===== src/rtl/assert_macros.svh =====
`ifndef ASSERT_MACROS_SVH
`define ASSERT_MACROS_SVH

// Check an expression on every rising clock edge outside reset.
`define ASSERT_ALWAYS(lbl, expr) \
    lbl: assert property (@(posedge clk) disable iff (!rst_n) (expr)) \
        else $error("assertion failed");

// Check that a condition is followed by a consequence in the next cycle.
`define ASSERT_NEXT(lbl, ante, cons) \
    lbl: assert property (@(posedge clk) disable iff (!rst_n) (ante) |=> (cons)) \
        else $error("assertion failed");

`endif


===== src/rtl/mrp_pkg.sv =====
`timescale 1ns / 1ps

package mrp_pkg;

    localparam int unsigned RX_W    = 8;
    localparam int unsigned CH_W    = 5;
    localparam int unsigned DATA_W  = 7;
    localparam int unsigned MODE_W  = 2;
    localparam int unsigned CFG_W   = 5;
    localparam int unsigned M_TDATA_W = 40;

    // Register indexes of the configuration port
    localparam logic CFG_THRU_MODE     = 1'b0;
    localparam logic CFG_INPUT_CHANNEL = 1'b1;

    // Thru modes
    localparam logic [MODE_W-1:0] THRU_OFF  = 2'd0;
    localparam logic [MODE_W-1:0] THRU_FULL = 2'd1;
    localparam logic [MODE_W-1:0] THRU_SAME = 2'd2;
    localparam logic [MODE_W-1:0] THRU_DIFF = 2'd3;

    // Status byte codes
    localparam logic [7:0] STATUS_REALTIME  = 8'hF8;
    localparam logic [7:0] STATUS_SYSEX     = 8'hF0;
    localparam logic [7:0] STATUS_SONG_POS  = 8'hF2;
    localparam logic [7:0] STATUS_TIMECODE  = 8'hF1;
    localparam logic [7:0] STATUS_SONG_SEL  = 8'hF3;
    localparam logic [3:0] NIB_PROG_CHANGE  = 4'hC;
    localparam logic [3:0] NIB_CHAN_PRESS   = 4'hD;
    localparam logic [3:0] NIB_SYSTEM       = 4'hF;

    localparam logic KIND_THRU = 1'b0;
    localparam logic KIND_MSG  = 1'b1;

    typedef enum logic [0:0] {
        ST_IDLE,
        ST_EMIT
    } mrp_state_t;

    typedef struct packed {
        logic accept;
        logic emit;
    } mrp_cmd_t;

    typedef struct packed {
        logic finish;
        logic emit_last;
        logic out_free;
    } mrp_status_t;

    // Number of data bytes that follow a status byte
    function automatic logic [1:0] data_length(input logic [7:0] status);
        logic [1:0] len;
        if ((status & STATUS_REALTIME) == STATUS_REALTIME)
            len = 2'd0;
        else if (status[7:4] == NIB_SYSTEM)
        begin
            if (status == STATUS_SONG_POS)
                len = 2'd2;
            else if (status == STATUS_TIMECODE || status == STATUS_SONG_SEL)
                len = 2'd1;
            else
                len = 2'd0;
        end
        else if (status[7:4] == NIB_PROG_CHANGE || status[7:4] == NIB_CHAN_PRESS)
            len = 2'd1;
        else
            len = 2'd2;
        return len;
    endfunction

endpackage


===== src/rtl/mrp_ctrl.sv =====
`timescale 1ns / 1ps

`include "assert_macros.svh"

module mrp_ctrl
(
    input  logic                 clk,
    input  logic                 rst_n,
    input  logic                 s_tvalid,
    output logic                 s_tready,
    input  mrp_pkg::mrp_status_t status,
    output mrp_pkg::mrp_cmd_t    cmd
);
    import mrp_pkg::*;

    mrp_state_t state_reg;
    mrp_state_t state_next;

    always_ff @(posedge clk or negedge rst_n)
    begin
        if (!rst_n)
            state_reg <= ST_IDLE;
        else
            state_reg <= state_next;
    end

    always_comb
    begin
        state_next = state_reg;
        unique case (state_reg)
            ST_IDLE:
            begin
                if (s_tvalid && status.finish)
                    state_next = ST_EMIT;
            end
            ST_EMIT:
            begin
                if (status.out_free && status.emit_last)
                    state_next = ST_IDLE;
            end
            default: state_next = ST_IDLE;
        endcase
    end

    always_comb
    begin
        s_tready   = 1'b0;
        cmd.accept = 1'b0;
        cmd.emit   = 1'b0;
        unique case (state_reg)
            ST_IDLE:
            begin
                s_tready   = 1'b1;
                cmd.accept = s_tvalid;
            end
            ST_EMIT:
            begin
                cmd.emit = status.out_free;
            end
            default:
            begin
                s_tready = 1'b0;
            end
        endcase
    end

    `ASSERT_NEXT(a_finish_enters_emit, cmd.accept && status.finish, state_reg == ST_EMIT)
    `ASSERT_NEXT(a_last_leaves_emit, cmd.emit && status.emit_last, state_reg == ST_IDLE)
    `ASSERT_ALWAYS(a_no_accept_and_emit, !(cmd.accept && cmd.emit))

endmodule


===== src/rtl/mrp_datapath.sv =====
`timescale 1ns / 1ps

`include "assert_macros.svh"

module mrp_datapath
(
    input  logic                          clk,
    input  logic                          rst_n,
    input  logic                          cfg_wen,
    input  logic                          cfg_index,
    input  logic [mrp_pkg::CFG_W-1:0]     cfg_data,
    input  logic [mrp_pkg::RX_W-1:0]      rx_byte,
    input  logic                          line_error,
    input  mrp_pkg::mrp_cmd_t             cmd,
    output mrp_pkg::mrp_status_t          status,
    output logic                          m_tvalid,
    input  logic                          m_tready,
    output logic [mrp_pkg::M_TDATA_W-1:0] m_tdata,
    output logic [0:0]                    m_tuser,
    output logic                          m_tlast
);
    import mrp_pkg::*;

    // Configuration
    logic [MODE_W-1:0] thru_mode_reg;
    logic [CH_W-1:0]   input_channel_reg;

    // Parse state
    logic [7:0] msg0_reg, msg0_next;
    logic [7:0] msg1_reg, msg1_next;
    logic [7:0] msg2_reg, msg2_next;
    logic [1:0] byte_count_reg, byte_count_next;
    logic [1:0] bytes_pending_reg, bytes_pending_next;
    logic [1:0] fin_count_reg, fin_count_next;
    logic [1:0] idx_reg, idx_next;

    // Output register
    logic              out_valid_reg, out_valid_next;
    logic              out_kind_reg;
    logic [7:0]        out_thru_reg;
    logic [7:0]        out_op_reg;
    logic [CH_W-1:0]   out_ch_reg;
    logic [DATA_W-1:0] out_d1_reg;
    logic [DATA_W-1:0] out_d2_reg;
    logic              out_last_reg;

    logic [1:0]        status_len;
    logic              finish;
    logic              is_sys;
    logic [7:0]        opcode;
    logic [CH_W-1:0]   channel;
    logic              fwd;
    logic [1:0]        thru_n;
    logic              emit_thru;
    logic [7:0]        thru_sel;
    logic [DATA_W-1:0] d1_sel;
    logic [DATA_W-1:0] d2_sel;

    always_ff @(posedge clk or negedge rst_n)
    begin
        if (!rst_n)
        begin
            thru_mode_reg     <= THRU_OFF;
            input_channel_reg <= '0;
        end
        else if (cfg_wen)
        begin
            unique case (cfg_index)
                CFG_THRU_MODE:     thru_mode_reg     <= cfg_data[MODE_W-1:0];
                CFG_INPUT_CHANNEL: input_channel_reg <= cfg_data[CH_W-1:0];
                default:           thru_mode_reg     <= thru_mode_reg;
            endcase
        end
    end

    assign status_len = data_length(rx_byte);

    // An error-free, non-F0 zero-length status or final data byte completes a message
    always_comb
    begin
        finish = 1'b0;
        if (!line_error && rx_byte != STATUS_SYSEX)
        begin
            if (rx_byte[7])
                finish = (status_len == 2'd0);
            else
                finish = (bytes_pending_reg == 2'd1);
        end
    end

    always_comb
    begin
        msg0_next          = msg0_reg;
        msg1_next          = msg1_reg;
        msg2_next          = msg2_reg;
        byte_count_next    = byte_count_reg;
        bytes_pending_next = bytes_pending_reg;
        fin_count_next     = fin_count_reg;
        idx_next           = idx_reg;
        if (cmd.accept)
        begin
            priority if (line_error)
            begin
                byte_count_next    = 2'd0;
                bytes_pending_next = 2'd0;
            end
            else if (rx_byte == STATUS_SYSEX)
            begin
                bytes_pending_next = 2'd0;
            end
            else if (rx_byte[7])
            begin
                msg0_next          = rx_byte;
                byte_count_next    = 2'd1;
                bytes_pending_next = status_len;
            end
            else if (bytes_pending_reg != 2'd0)
            begin
                if (byte_count_reg != 2'd3)
                begin
                    unique case (byte_count_reg)
                        2'd0:    msg0_next = rx_byte;
                        2'd1:    msg1_next = rx_byte;
                        default: msg2_next = rx_byte;
                    endcase
                    byte_count_next = byte_count_reg + 2'd1;
                end
                bytes_pending_next = bytes_pending_reg - 2'd1;
            end
            if (finish)
            begin
                // Hold the message size for the emit phase, then clear the parse
                fin_count_next     = byte_count_next;
                byte_count_next    = 2'd0;
                bytes_pending_next = 2'd0;
                idx_next           = 2'd0;
            end
        end
        else if (cmd.emit)
        begin
            idx_next = idx_reg + 2'd1;
        end
    end

    always_ff @(posedge clk or negedge rst_n)
    begin
        if (!rst_n)
        begin
            byte_count_reg    <= 2'd0;
            bytes_pending_reg <= 2'd0;
            fin_count_reg     <= 2'd0;
            idx_reg           <= 2'd0;
        end
        else
        begin
            byte_count_reg    <= byte_count_next;
            bytes_pending_reg <= bytes_pending_next;
            fin_count_reg     <= fin_count_next;
            idx_reg           <= idx_next;
        end
    end

    always_ff @(posedge clk)
    begin
        msg0_reg <= msg0_next;
        msg1_reg <= msg1_next;
        msg2_reg <= msg2_next;
    end

    // Decode of the held message
    assign is_sys  = (msg0_reg[7:4] == NIB_SYSTEM);
    assign opcode  = is_sys ? msg0_reg : {msg0_reg[7:4], 4'h0};
    assign channel = is_sys ? '0 : ({1'b0, msg0_reg[3:0]} + 5'd1);

    always_comb
    begin
        unique case (thru_mode_reg)
            THRU_OFF:  fwd = 1'b0;
            THRU_FULL: fwd = 1'b1;
            THRU_SAME: fwd = is_sys || (channel == input_channel_reg);
            THRU_DIFF: fwd = is_sys || (channel != input_channel_reg);
            default:   fwd = 1'b0;
        endcase
    end

    assign thru_n    = fwd ? fin_count_reg : 2'd0;
    assign emit_thru = (idx_reg < thru_n);
    assign d1_sel    = (fin_count_reg > 2'd1) ? msg1_reg[DATA_W-1:0] : '0;
    assign d2_sel    = (fin_count_reg > 2'd2) ? msg2_reg[DATA_W-1:0] : '0;

    always_comb
    begin
        unique case (idx_reg)
            2'd0:    thru_sel = msg0_reg;
            2'd1:    thru_sel = msg1_reg;
            default: thru_sel = msg2_reg;
        endcase
    end

    assign status.finish    = finish;
    assign status.emit_last = !emit_thru;
    assign status.out_free  = !out_valid_reg || m_tready;

    always_comb
    begin
        out_valid_next = out_valid_reg;
        if (cmd.emit)
            out_valid_next = 1'b1;
        else if (m_tready)
            out_valid_next = 1'b0;
    end

    always_ff @(posedge clk or negedge rst_n)
    begin
        if (!rst_n)
            out_valid_reg <= 1'b0;
        else
            out_valid_reg <= out_valid_next;
    end

    // Load one result beat per emit
    always_ff @(posedge clk)
    begin
        if (cmd.emit)
        begin
            if (emit_thru)
            begin
                out_kind_reg <= KIND_THRU;
                out_thru_reg <= thru_sel;
                out_op_reg   <= '0;
                out_ch_reg   <= '0;
                out_d1_reg   <= '0;
                out_d2_reg   <= '0;
                out_last_reg <= 1'b0;
            end
            else
            begin
                out_kind_reg <= KIND_MSG;
                out_thru_reg <= '0;
                out_op_reg   <= opcode;
                out_ch_reg   <= channel;
                out_d1_reg   <= d1_sel;
                out_d2_reg   <= d2_sel;
                out_last_reg <= 1'b1;
            end
        end
    end

    assign m_tvalid   = out_valid_reg;
    assign m_tuser[0] = out_kind_reg;
    assign m_tlast    = out_last_reg;
    assign m_tdata    = {5'd0, out_d2_reg, out_d1_reg, out_ch_reg, out_op_reg, out_thru_reg};

    `ASSERT_ALWAYS(a_emit_only_when_free, !cmd.emit || !out_valid_reg || m_tready)
    `ASSERT_NEXT(a_finish_clears_parse, cmd.accept && finish,
        byte_count_reg == 2'd0 && bytes_pending_reg == 2'd0 && idx_reg == 2'd0)
    `ASSERT_ALWAYS(a_thru_beat_not_last, !(m_tvalid && m_tuser[0] == KIND_THRU && m_tlast))

endmodule


===== src/rtl/midi_rx_parser_with_thru.sv =====
// MIDI receive parser with thru forwarding. Each accepted byte (s_tdata) with its line-error
// flag (s_tuser) updates the held status byte and data-byte collection. A byte that
// completes a message yields one to four result beats: first the message bytes for thru
// forwarding (tuser 0) when the thru mode and channel filter allow, then one decoded message
// (tuser 1) with opcode, channel and data, marked by tlast. Results leave one beat per cycle
// through a single output register while m_tready does not stall it; the block takes no new
// byte until its last result beat is loaded; after any other byte it is ready. A line error
// clears the parse, F0 stops data collection, and a new status byte drops a partial message.
// Write thru_mode (index 0) and input_channel (index 1) only while the block is idle.
`timescale 1ns / 1ps

module midi_rx_parser_with_thru
(
    input  logic                          clk,
    input  logic                          rst_n,
    // configuration write port
    input  logic                          cfg_wen,
    input  logic                          cfg_index,
    input  logic [mrp_pkg::CFG_W-1:0]     cfg_data,
    // received bytes
    input  logic                          s_tvalid,
    output logic                          s_tready,
    input  logic [mrp_pkg::RX_W-1:0]      s_tdata,   // [7:0] rx_byte
    input  logic [0:0]                    s_tuser,   // [0] line_error
    // results
    output logic                          m_tvalid,
    input  logic                          m_tready,
    output logic [mrp_pkg::M_TDATA_W-1:0] m_tdata,   // [7:0] thru_byte, [15:8] msg_opcode,
                                                     // [20:16] msg_channel, [27:21] msg_data1,
                                                     // [34:28] msg_data2, [39:35] zero
    output logic [0:0]                    m_tuser,   // [0] kind
    output logic                          m_tlast
);
    import mrp_pkg::*;

    mrp_cmd_t    cmd;
    mrp_status_t status;

    mrp_ctrl u_ctrl
    (
        .clk      (clk),
        .rst_n    (rst_n),
        .s_tvalid (s_tvalid),
        .s_tready (s_tready),
        .status   (status),
        .cmd      (cmd)
    );

    mrp_datapath u_datapath
    (
        .clk        (clk),
        .rst_n      (rst_n),
        .cfg_wen    (cfg_wen),
        .cfg_index  (cfg_index),
        .cfg_data   (cfg_data),
        .rx_byte    (s_tdata),
        .line_error (s_tuser[0]),
        .cmd        (cmd),
        .status     (status),
        .m_tvalid   (m_tvalid),
        .m_tready   (m_tready),
        .m_tdata    (m_tdata),
        .m_tuser    (m_tuser),
        .m_tlast    (m_tlast)
    );

endmodule

===== config.mk =====
export PLATFORM = sky130hd
export DESIGN_NAME = midi_rx_parser_with_thru
export DESIGN_NICKNAME = d
export VERILOG_FILES = /design/src/rtl/mrp_pkg.sv /design/src/rtl/mrp_ctrl.sv /design/src/rtl/mrp_datapath.sv /design/src/rtl/midi_rx_parser_with_thru.sv
export VERILOG_INCLUDE_DIRS = /design/src /design/src/rtl
export SDC_FILE = /design/constraint.sdc
export NUM_CORES = 1
export LEC_CHECK = 0
export BUFFER_PORTS_ARGS = -buffer_cell sky130_fd_sc_hd__clkbuf_2
export CORE_MARGIN = 1.5
export CORE_UTILIZATION = 55
export DETAILED_ROUTE_END_ITERATION = 6
export GPL_TIMING_DRIVEN = 0
export PLACE_DENSITY_LB_ADDON = 0.15
export RECOVER_POWER = 50
export SLEW_MARGIN = 10
export SYNTH_ARGS = -nofsm -noshare
export SYNTH_HDL_FRONTEND = slang
export SYNTH_HIERARCHICAL = 1
export SYNTH_SLANG_ARGS = --single-unit

===== constraint.sdc =====
create_clock -name clk -period 6.1 [get_ports clk]
set_clock_uncertainty 0.1 [all_clocks]
set_input_delay 0.61 -clock clk [delete_from_list [all_inputs] [get_ports clk]]
set_output_delay 0.61 -clock clk [all_outputs]
set_load 0.02 [all_outputs]

==> flow_summary.yaml <==
clocking:
  post-cts-setup-buffers: 0
  cts-buffers-inserted: 9
  clock_latency_ns: 0.34
  htree_levels: 3
  cts-root-buf: "clkbuf_8"
  cts_tree: "built"
  clkSinkCount: 75
  postCtsHoldBufs: 0
  cts.reportedPaths.clkPinSlew_ns: 0.08
  clk_path_buf_depth: 2
  ctsResizeCount: 0
die:
  coreArea_mm2: 0.006277
  die_area_mm2: 0.006950
  rows: 29
  start_util_pct: 56.59
  ios: 64
  die_y_um: 83.37
  die_x_um: 83.37
global_route:
  grt_pass1_vias: 2261
  gr-total-overflow: 0
  grt_usage_pct: 20.42
  grt_pass1_wl_um: 10870
  grt_max_degree: 39
  antenna_found_initial: 0
drt:
  vias: 2416
  drt-initial-drc-count: 85
  routed_wl_um: 6785
  dr.pass1.iters: 4
  drc: 0
  viasPerCell: 5.567
  ant_nets: 0
  wl_per_cell_um: 15.63
finish:
  antenna_cells: 0
  synthToLayoutAreaGrowth_pct: 16.31
  register_area_mm2: 0.002167
  final_cell_mix: "edfxtp_1, clkbuf_1, nand2_1"
  multi_input_area_mm2: 0.001242
  fin_cells: 434
  layout-drive-gt1-share_pct: 19.89
  final_common_cell: "edfxtp_1"
  fillers: 520
  final_core_util_pct: 65.82
  fin_nets: 378
timing:
  fmax_ghz: 0.2325
  worst_slew_pin_slew_ns: 2.337
  fin_ws_ns: 1.799
  fin_setup_tns_ns: 0
  drv_slew: 39
  fin_crit_ns: 4.301
  rsz0062_at_grt: "no"
  hold_viol: 0
  relSlewSlack_pct: -55.88
  fin_crit_sh_pct: 70.51
  setup_violations: 0
hold_path:
  hp-class: "input pin to async pin"
setup_path:
  crit_arrival_ns: 4.24
  crit_required_ns: 6.04
  startpoint_type: "register"
  cp-startpoint: "u_datapath/msg0_reg[0]"
  setup.worst_path.end: "u_datapath/m_tlast"
  crit_type: "register to register"
  r2r-start: "u_datapath/msg0_reg[0]"
  critPathCaptureType: "register"
  reg2reg_to: "u_datapath/m_tlast"
  critPathMaxFanout: 10
  rr_worst_depth: 11
  worst-r2r-setup-slack_ns: 1.80
logic_synthesis:
  synth_edf_count: 58
  yosysUniqueCellTypes: 46
  syn_area_mm2: 0.003552
  ys_ff_latch: 75
  yosysWarningCount: 6
  avgSynthCellArea_um2: 12.73
  synthCells: 279
  synthFlopType: "edfxtp_1"
  synthArstFlopShare_pct: 22.67
  synth-seq-area-share_pct: 61.01
pwr:
  power_density_mw_per_mm2: 444.6
  power_leakage_nw: 1.506
  vdd_ir_drop_max_v: 0.0003546
outcome:
  status: "finished with violations"
  failed_checks: "capacitance limit, slew limit"
place:
  hpwlAfterDp_um: 4769
  dpl_worst_slack_ns: 1.930
  dp_cells: 418
  gp_congestion: 0.8052
  io_buffer_count: 58
flow_run:
  cap_violations: 1
==> stage by stage <==
step / power (mW) / hold WS, ns / cell area [µm²]
2_1_floorplan: 1.227 / 0.2144 / 3567
3_3_place_gp: 1.385 / 0.3749 / 3954
3_5_place_dp: 1.408 / 0.3808 / 3954
4_1_cts: 1.861 / 0.09312 / 4194
5_1_grt: 1.929 / 0.3466 / 4131
6_report: 1.837 / 0.2720 / 4131
==> worst max-delay path, stage by stage, from the launching register on <==
cell and delay, ns:
edfxtp_1 0.53, ha_1 0.33, xnor2_1 0.23, nor2_1 0.06, o22a_1 0.21, nor4_4 0.45, xor2_1 0.19, o21ai_0 0.11
ha_1 0.35, a21oi_1 0.57, clkbuf_1 0.63, nand2_1 0.22
==> cells in the mapped netlist (all sizes together) (3+ instances only) <==
| library cell | n | area (µm²) |
|---|---|---|
| nor3 | 11 | 55.05 |
| nor3b | 4 | 30.03 |
| buf | 11 | 85.08 |
| a21oi | 36 | 251.5 |
| a31oi | 3 | 18.77 |
| a22o | 10 | 87.58 |
| dfrtp | 17 | 425.4 |
| and3 | 5 | 31.28 |
| ha | 6 | 75.07 |
| inv | 11 | 41.29 |
| mux2 | 11 | 123.9 |
| edfxtp | 58 | 1742 |
| nand2 | 28 | 105.1 |
| nor2 | 9 | 33.78 |
| clkbuf | 8 | 30.03 |
| nand4 | 3 | 25.02 |
| a211oi | 3 | 22.52 |
| and2 | 3 | 20.02 |
| nand2b | 4 | 25.02 |
| nor2b | 4 | 25.02 |
| a21boi | 5 | 37.54 |
| o21ai | 5 | 25.02 |
==> final cells by class <==
type / instances / share of cell area (%)
plain buffers: 19 / 2.786
clock buffers: 9 / 2.998
clock inverters: 7 / 2.816
inverters: 11 / 0.9994
multi-input cells: 178 / 30.07
flip-flops and latches: 75 / 52.45
well taps: 77 / 2.332
repair buffers: 58 / 5.542
==> per-layer routing <==
metal	GRT usage [%]	wire length, µm
met3	4.374	493
met4	14.09	214
met2	30.60	3118
met5	0	0
met1	26.68	2959
==> cells by family (layout without fill, tap and decap cells) <==
family                     count (synthesis)  count (layout)  share of synthesized area, %
and+or+nand+nor                           79              79                         12.47
DFF                                       75              75                         61.01
AOI/OAI and AO/OA                         73              73                         15.04
buffers and inverters                     30             104                         4.403
muxes                                     12              12                         4.121
adders and majority gates                  6               6                         2.113
xor gates and xnor gates                   3               3                        0.7398
other                                      1               5                        0.1056
==> power by group <==
part | leakage [nW] | switching [mW] | internal [mW] | total [mW]
combinational | 0.629 | 0.440 | 0.188 | 0.628
sequential | 0.756 | 0.0542 | 0.706 | 0.761
clock | 0.121 | 0.178 | 0.271 | 0.449
==> worst min-delay path by stage <==
stage / start / to / slack, ns / cells after the start
final: rst_n / u_datapath/thru_mode_reg[1] / 0.27 / 1
after global routing: rst_n / u_datapath/input_channel_reg[3] / 0.35 / 1
after detailed placement: u_datapath/bytes_pending_reg[1] / u_datapath/bytes_pending_reg[1] / 0.38 / 2
after global placement: u_datapath/bytes_pending_reg[1] / u_datapath/bytes_pending_reg[1] / 0.37 / 2
after floorplan: rst_n / u_ctrl/state_reg / 0.21 / 0
after CTS: rst_n / u_datapath/thru_mode_reg[1] / 0.09 / 1
Power figures use the tool's default switching activity.
